<file path="src/hdl/jhe_pkg.sv">
// Package for the joystick hysteresis block: word types, register codes and reset values.
package jhe_pkg;

  // Sample width of the ADC words.
  localparam int SAMPLE_BITS = 12;
  // Width of the level registers and of the averaged value in a result word.
  localparam int LEVEL_W     = 12;
  localparam int AVG_W       = 12;
  localparam int PLEN_W      = 16;
  localparam int NUM_OUTS    = 4;
  localparam int CFG_IDX_W   = 3;
  localparam int CFG_DATA_W  = 16;

  // Register reset values.
  localparam logic [LEVEL_W-1:0]  HIGH_ENTER_RST = 12'd3800;
  localparam logic [LEVEL_W-1:0]  HIGH_EXIT_RST  = 12'd3600;
  localparam logic [LEVEL_W-1:0]  LOW_ENTER_RST  = 12'd300;
  localparam logic [LEVEL_W-1:0]  LOW_EXIT_RST   = 12'd500;
  localparam logic [PLEN_W-1:0]   PULSE_LEN_RST  = 16'd120;
  localparam logic [NUM_OUTS-1:0] PULSE_MASK_RST = 4'd13;

  // Register indexes on the configuration port.
  typedef enum logic [CFG_IDX_W-1:0] {
    CFG_HIGH_ENTER = 3'd0,
    CFG_HIGH_EXIT  = 3'd1,
    CFG_LOW_ENTER  = 3'd2,
    CFG_LOW_EXIT   = 3'd3,
    CFG_PULSE_LEN  = 3'd4,
    CFG_PULSE_MASK = 3'd5
  } cfg_idx_t;

  // Request type codes.
  localparam logic REQ_SAMPLE = 1'b0;
  localparam logic REQ_TICK   = 1'b1;

  // Input word.
  typedef struct packed {
    logic                   req_type;
    logic                   axis_select;
    logic [SAMPLE_BITS-1:0] sample_first;
    logic [SAMPLE_BITS-1:0] sample_second;
    logic [SAMPLE_BITS-1:0] sample_third;
  } in_t;

  // Result word.
  typedef struct packed {
    logic                out_x_high;
    logic                out_x_low;
    logic                out_y_high;
    logic                out_y_low;
    logic [AVG_W-1:0]    average_value;
    logic [NUM_OUTS-1:0] zone_flags;
  } res_t;

endpackage

</file>
<file path="src/hdl/joystick_hysteresis_event_outputs.sv">
// Top level: sample averaging, hysteresis detectors and pulse/toggle output state.
//
//   channel  direction  handshake            payload
//   in_      input      in_valid / in_ready   jhe_pkg::in_t
//   out_     output     out_valid / out_ready jhe_pkg::res_t
//   cfg_     input      cfg_we                cfg_index, cfg_data
//
// Each word is held in the input register, then passes through the divide-by-three multiply
// and the detector compares into the result register. A new word is accepted every cycle
// unless both registers are full and the result is not taken; the input register and the
// result register each hold one word, so a stalled result still lets one further word in.
// Synchronous active-low reset clears the detector, output and pulse state and loads the
// register defaults.
module joystick_hysteresis_event_outputs (
  input  logic                                 clk,
  input  logic                                 rst_n,
  input  logic                                 in_valid,
  output logic                                 in_ready,
  input  jhe_pkg::in_t                         in_data,
  output logic                                 out_valid,
  input  logic                                 out_ready,
  output jhe_pkg::res_t                        out_data,
  input  logic                                 cfg_we,
  input  logic [jhe_pkg::CFG_IDX_W-1:0]        cfg_index,
  input  logic [jhe_pkg::CFG_DATA_W-1:0]       cfg_data
);

  localparam int SB      = jhe_pkg::SAMPLE_BITS;
  localparam int SUM_W   = SB + 2;
  localparam int PROD_W  = 2 * SUM_W;
  localparam int DIV3_K  = SUM_W + 1;
  localparam logic [SUM_W-1:0] DIV3_M = SUM_W'((2 ** DIV3_K + 2) / 3);
  localparam int CMP_W   = (SB > jhe_pkg::LEVEL_W) ? SB : jhe_pkg::LEVEL_W;
  localparam int NO      = jhe_pkg::NUM_OUTS;
  localparam int PW      = jhe_pkg::PLEN_W;

  // Configuration registers.
  logic [jhe_pkg::LEVEL_W-1:0] high_enter_r, high_exit_r, low_enter_r, low_exit_r;
  logic [PW-1:0]               pulse_len_r;
  logic [NO-1:0]               pulse_mask_r;

  // Pipeline registers.
  logic          s1_valid_r;
  jhe_pkg::in_t  s1_data_r;
  logic          out_valid_r;
  jhe_pkg::res_t out_data_r;
  logic          s1_go;

  // Detector and output state.
  logic [NO-1:0]   zone_r, zone_nxt;
  logic [NO-1:0]   level_r, level_nxt;
  logic [PW-1:0]   rem_r [NO];
  logic [PW-1:0]   rem_nxt [NO];

  // Datapath signals.
  logic [SUM_W-1:0]  sum;
  logic [PROD_W-1:0] prod;
  logic [SB-1:0]     avg;
  logic [CMP_W-1:0]  avg_c;
  logic              hi_enter, hi_leave, lo_enter, lo_leave;
  logic [PW-1:0]     plen_eff;
  logic              is_tick;

  // Register writes; an index beyond the list is ignored.
  always_ff @(posedge clk) begin
    if (!rst_n) begin
      high_enter_r <= jhe_pkg::HIGH_ENTER_RST;
      high_exit_r  <= jhe_pkg::HIGH_EXIT_RST;
      low_enter_r  <= jhe_pkg::LOW_ENTER_RST;
      low_exit_r   <= jhe_pkg::LOW_EXIT_RST;
      pulse_len_r  <= jhe_pkg::PULSE_LEN_RST;
      pulse_mask_r <= jhe_pkg::PULSE_MASK_RST;
    end else if (cfg_we) begin
      case (cfg_index)
        jhe_pkg::CFG_HIGH_ENTER: high_enter_r <= cfg_data[jhe_pkg::LEVEL_W-1:0];
        jhe_pkg::CFG_HIGH_EXIT:  high_exit_r  <= cfg_data[jhe_pkg::LEVEL_W-1:0];
        jhe_pkg::CFG_LOW_ENTER:  low_enter_r  <= cfg_data[jhe_pkg::LEVEL_W-1:0];
        jhe_pkg::CFG_LOW_EXIT:   low_exit_r   <= cfg_data[jhe_pkg::LEVEL_W-1:0];
        jhe_pkg::CFG_PULSE_LEN:  pulse_len_r  <= cfg_data[PW-1:0];
        jhe_pkg::CFG_PULSE_MASK: pulse_mask_r <= cfg_data[NO-1:0];
        default: ;
      endcase
    end
  end

  // Handshake: the input register moves on whenever the result register is free.
  assign s1_go    = s1_valid_r && (!out_valid_r || out_ready);
  assign in_ready = !s1_valid_r || s1_go;

  always_ff @(posedge clk) begin
    if (!rst_n) begin
      s1_valid_r <= 1'b0;
    end else if (in_ready) begin
      s1_valid_r <= in_valid;
    end
  end

  always_ff @(posedge clk) begin
    if (in_valid && in_ready) begin
      s1_data_r <= in_data;
    end
  end

  // Average of three samples: multiply by the reciprocal of three, exact over the sum range.
  assign sum  = SUM_W'(s1_data_r.sample_first) + SUM_W'(s1_data_r.sample_second)
              + SUM_W'(s1_data_r.sample_third);
  assign prod = PROD_W'(sum) * PROD_W'(DIV3_M);
  assign avg  = prod[DIV3_K +: SB];

  assign is_tick = (s1_data_r.req_type == jhe_pkg::REQ_TICK);
  assign avg_c   = is_tick ? '0 : CMP_W'(avg);

  // Zone compares, shared by both axes since only one axis is served per word.
  assign hi_enter = avg_c >= CMP_W'(high_enter_r);
  assign hi_leave = avg_c <  CMP_W'(high_exit_r);
  assign lo_enter = avg_c <= CMP_W'(low_enter_r);
  assign lo_leave = avg_c >  CMP_W'(low_exit_r);

  // A zero pulse length runs for one tick.
  assign plen_eff = (pulse_len_r == '0) ? PW'(1) : pulse_len_r;

  // Next state of each detector and its output.
  always_comb begin
    logic enter;
    logic leave;
    logic mine;
    for (int i = 0; i < NO; i++) begin
      zone_nxt[i]  = zone_r[i];
      level_nxt[i] = level_r[i];
      rem_nxt[i]   = rem_r[i];
      enter        = (i % 2 == 1) ? lo_enter : hi_enter;
      leave        = (i % 2 == 1) ? lo_leave : hi_leave;
      mine         = (s1_data_r.axis_select == (i >= 2));
      if (is_tick) begin
        if (rem_r[i] != '0) begin
          rem_nxt[i] = rem_r[i] - PW'(1);
          if (rem_r[i] == PW'(1)) begin
            level_nxt[i] = 1'b0;
          end
        end
      end else if (mine) begin
        if (!zone_r[i] && enter) begin
          zone_nxt[i] = 1'b1;
          if (pulse_mask_r[i]) begin
            level_nxt[i] = 1'b1;
            rem_nxt[i]   = plen_eff;
          end else begin
            level_nxt[i] = !level_r[i];
            rem_nxt[i]   = '0;
          end
        end else if (zone_r[i] && leave) begin
          zone_nxt[i] = 1'b0;
        end
      end
    end
  end

  // State registers advance with each word that reaches the result register.
  always_ff @(posedge clk) begin
    if (!rst_n) begin
      zone_r  <= '0;
      level_r <= '0;
      for (int i = 0; i < NO; i++) begin
        rem_r[i] <= '0;
      end
    end else if (s1_go) begin
      zone_r  <= zone_nxt;
      level_r <= level_nxt;
      for (int i = 0; i < NO; i++) begin
        rem_r[i] <= rem_nxt[i];
      end
    end
  end

  // Result register.
  always_ff @(posedge clk) begin
    if (!rst_n) begin
      out_valid_r <= 1'b0;
    end else if (s1_go) begin
      out_valid_r <= 1'b1;
    end else if (out_ready) begin
      out_valid_r <= 1'b0;
    end
  end

  always_ff @(posedge clk) begin
    if (s1_go) begin
      out_data_r.out_x_high    <= level_nxt[0];
      out_data_r.out_x_low     <= level_nxt[1];
      out_data_r.out_y_high    <= level_nxt[2];
      out_data_r.out_y_low     <= level_nxt[3];
      out_data_r.average_value <= avg_c[jhe_pkg::AVG_W-1:0];
      out_data_r.zone_flags    <= zone_nxt;
    end
  end

  assign out_valid = out_valid_r;
  assign out_data  = out_data_r;

`ifndef SYNTHESIS
  // A running pulse always holds its output high.
  a_pulse_high: assert property (@(posedge clk) disable iff (!rst_n)
    ((rem_r[0] == '0) || level_r[0]) && ((rem_r[1] == '0) || level_r[1]) &&
    ((rem_r[2] == '0) || level_r[2]) && ((rem_r[3] == '0) || level_r[3]))
    else $error("pulse counter running with its output low");

  // A tick word never changes the zone flags.
  a_tick_zones: assert property (@(posedge clk) disable iff (!rst_n)
    (s1_go && is_tick) |=> (out_data_r.zone_flags == $past(zone_r)))
    else $error("tick word changed the zone flags");

  // The input stalls only when both registers are full and the result is not taken.
  a_stall_cause: assert property (@(posedge clk) disable iff (!rst_n)
    !in_ready |-> (s1_valid_r && out_valid_r && !out_ready))
    else $error("input stalled without a full pipeline");
`endif

endmodule

</file>
<file path="config.mk">
export PLATFORM = sky130hd
export DESIGN_NAME = joystick_hysteresis_event_outputs
export DESIGN_NICKNAME = d
export VERILOG_FILES = /design/src/hdl/jhe_pkg.sv /design/src/hdl/joystick_hysteresis_event_outputs.sv
export SDC_FILE = /design/constraint.sdc
export NUM_CORES = 1
export LEC_CHECK = 0
export ABC_AREA = 1
export BUFFER_PORTS_ARGS = -buffer_cell sky130_fd_sc_hd__clkbuf_2
export CAP_MARGIN = 15
export CELL_PAD_IN_SITES_DETAIL_PLACEMENT = 1
export CELL_PAD_IN_SITES_GLOBAL_PLACEMENT = 2
export CORE_AREA = 2 2 216 175
export CTS_CLUSTER_SIZE = 25
export DETAILED_ROUTE_END_ITERATION = 8
export DIE_AREA = 0 0 218 177
export GPL_ROUTABILITY_DRIVEN = 0
export PLACE_DENSITY = 0.88
export SLEW_MARGIN = 20
export SYNTH_ARGS = -nofsm -noshare
export SYNTH_HDL_FRONTEND = slang
export SYNTH_SLANG_ARGS = --single-unit
export TNS_END_PERCENT = 1
</file>
<file path="constraint.sdc">
create_clock -name clk -period 9.6 [get_ports clk]
set_input_delay 0 -clock clk [delete_from_list [all_inputs] [get_ports clk]]
set_output_delay 0 -clock clk [all_outputs]
set_load 0.02 [all_outputs]
</file>
==> impl_metrics.env <==
export IMPL_fin_worst_skew_ns=0.01191
export IMPL_end_kind="register"
export IMPL_fmax_ghz=0.1091
export IMPL_synth_seq_cells=200
export IMPL_diodes=0
export IMPL_n_fill_cell=4341
export IMPL_r2r_cells=45
export IMPL_cts_root_buffer="clkbuf_16"
export IMPL_grt_pass1_wl_um=67410
export IMPL_clkLatencyLatePin_ns=0.46
export IMPL_path_buf_inv=8
export IMPL_drt_wl_total_um=43890
export IMPL_path_delay_family="adder cells"
export IMPL_grt_usage_pct=22.79
export IMPL_vias=11740
export IMPL_core_um2=36580
export IMPL_crit_top_cell="nand2_1"
export IMPL_drt_initial_drc_count=698
export IMPL_crit_required_ns=9.77
export IMPL_finalNetCount=2055
export IMPL_grt_overflow_total=0
export IMPL_clkSinkCount=200
export IMPL_status="completed"
export IMPL_yosys_area_top_type_share_pct=26.10
export IMPL_dr_pass1_iters=7
export IMPL_synth_top_area_cell="edfxtp_1"
export IMPL_synth_edff_count=122
export IMPL_period_share_pct=95.46
export IMPL_grt_max_degree=68
export IMPL_worst_slack_ns=0.4361
export IMPL_whs_endpoint="pulse_mask_r[1]"
export IMPL_cts_max_level=4
export IMPL_die_w_um=218
export IMPL_final_common_cell="inv_1"
export IMPL_synthFlopType="edfxtp_1"
export IMPL_grt_pass1_vias=12080
export IMPL_crit_path_max_fanout=8
export IMPL_yosysWarnings=0
export IMPL_rr_startpoint="s1_data_r[3]"
export IMPL_syn_area_um2=14040
export IMPL_synth_area_top_cells="edfxtp_1, ha_1, dfxtp_1"
export IMPL_crit_type="register to register"
export IMPL_num_rows=63
export IMPL_hp_class="input port to register"
export IMPL_slew_viol_final=0
export IMPL_wl_per_cell_um=19.32
export IMPL_clk_path_buf_depth=2
export IMPL_die_y_um=177
export IMPL_hp_start="cfg_index[2]"
export IMPL_worst_pin_slew_ns=1.068
export IMPL_drc=0
export IMPL_synthCells=1622
export IMPL_syn_area_per_cell_um2=8.655
export IMPL_syn_nets=1906
export IMPL_synth_cell_types=50
export IMPL_setup_violations=0
export IMPL_area_delta_synth_final_pct=17.13
export IMPL_numCtsBuffers=17
export IMPL_maxCapViolations=0
export IMPL_min_path_cells=4
export IMPL_pre_cts_slack_ns=0.2854
export IMPL_ioPinCount=84
export IMPL_clkTransAtPathRegs_ns=0.08
export IMPL_layout_drive_gt1_share_pct=11.15
export IMPL_r2r_slack_ns=0.44
export IMPL_cp_slowest_cell="fa_1"
export IMPL_hpwl_um=31520
export IMPL_initial_core_util_pct=38.38
export IMPL_critical_path_arrival_ns=9.34
export IMPL_async_flop_share_pct=0
export IMPL_max_slew_margin_rel_pct=28.54
export IMPL_crit_start="s1_data_r[3]"
export IMPL_vias_per_cell=5.171
export IMPL_startpoint_type="register"
export IMPL_hold_viol_final=0
export IMPL_ys_seq_area_share_pct=37.22
export IMPL_cts_tree="yes"
export IMPL_rr_endpoint="rem_r[3][0]"
export IMPL_io_buffers=83
export IMPL_period_minus_slack_ns=9.164
export IMPL_cpPeakStageDelay_ns=0.57
export IMPL_antenna_found_initial=1
export IMPL_layout_common_cells="inv_1, nand2_1, a21oi_1"
export IMPL_die_area_um2=38590
export IMPL_postRouteAntennaNets=0
[cells in the mapped netlist (4+ instances only)]
library cell  number
inv_1            275
nand2_1          246
a21oi_1          167
nor2_1           161
ha_1             154
edfxtp_1         122
o21ai_0          106
dfxtp_1           78
fa_1              68
nand3_1           43
clkbuf_1          33
o211ai_1          24
xor2_1            23
nand4_1           17
xnor2_1           11
nor4_1            10
inv_2              9
nor3_1             9
a211oi_1           6
o21a_1             5
a21oi_2            4
nand2_2            4
[timing repair]
action / 4_1_cts / 5_1_grt
setup buffers: 0 / 3
resized for setup: 0 / 39
hold buffers: 57 / 0
setup endpoints to repair: 0 / 80
hold endpoints to repair: 98 / 0
[sequential cells by signal (all words and copies together) (netlist names)]
register	count
rem_r	64
s1_data_r	37
out_data	20
pulse_len_r	16
high_enter_r	12
high_exit_r	12
low_enter_r	12
low_exit_r	12
level_r	4
pulse_mask_r	4
zone_r	4
is_tick	1
out_valid	1
s1_valid_r	1
[final cells by class]
type,instances,area (µm²),area share (%)
Multi-Input combinational cell,1099,7761,47.20
Inverter,286,1074,6.529
Sequential cell,200,5225,31.78
Clock buffer,18,429.2,2.610
Tap cell,487,609.3,3.706
Timing Repair Buffer,167,1207,7.343
Clock inverter,14,137.6,0.8370
[metal layers]
layer | vias to the layer above | track usage, % | wire (µm)
met4 | 0 | 6.916 | 958
li1 | 5654 | - | -
met1 | 5827 | 30.66 | 20160
met2 | 204 | 38.04 | 21120
met3 | 58 | 3.247 | 1638
met5 | - | 0 | 0
[worst min-delay path: stages]
cell and delay, ns:
clkbuf_2 0.09, nand2_1 0.07, nor2_1 0.14, a21oi_1 0.16
[metrics by stage]
stage	TNS, ns	cell area, µm²	hold WS, ns	cells	utilization, %
after floorplan	0	14040	0.09887	1622	-
after global placement	0	15090	0.1781	2177	41.25
after detailed placement	0	15090	0.1792	2177	41.25
after CTS	0	16230	0.02144	2266	44.36
after global routing	-4.313	16440	0.04666	2271	44.96
final	0	16440	0.03747	2271	44.96
[worst max path at each step]
stage | cells after the start | slack, ns | endpoint
after detailed placement | 46 | 0.29 | rem_r[3][13]
after global placement | 45 | 0.57 | rem_r[3][14]
after CTS | 44 | 0.22 | rem_r[3][12]
after floorplan | 42 | 0.81 | rem_r[3][0]
after global routing | 47 | -0.09 | rem_r[3][0]
final | 45 | 0.44 | rem_r[3][0]
[cell families after synthesis]
| kind of cell | after synthesis | share of synthesized area [%] |
|---|---|---|
| AND/OR/NAND/NOR | 505 | 15.05 |
| flip-flops | 200 | 37.22 |
| AO/OA/AOI/OAI | 337 | 13.42 |
| XOR/XNOR | 35 | 2.237 |
| buffers and inverters | 323 | 8.645 |
| adder cells (fa/ha/maj) | 222 | 23.42 |
Power is not shown: default switching activity piles up to over one toggle a cycle in this logic, so the estimate is an artifact.
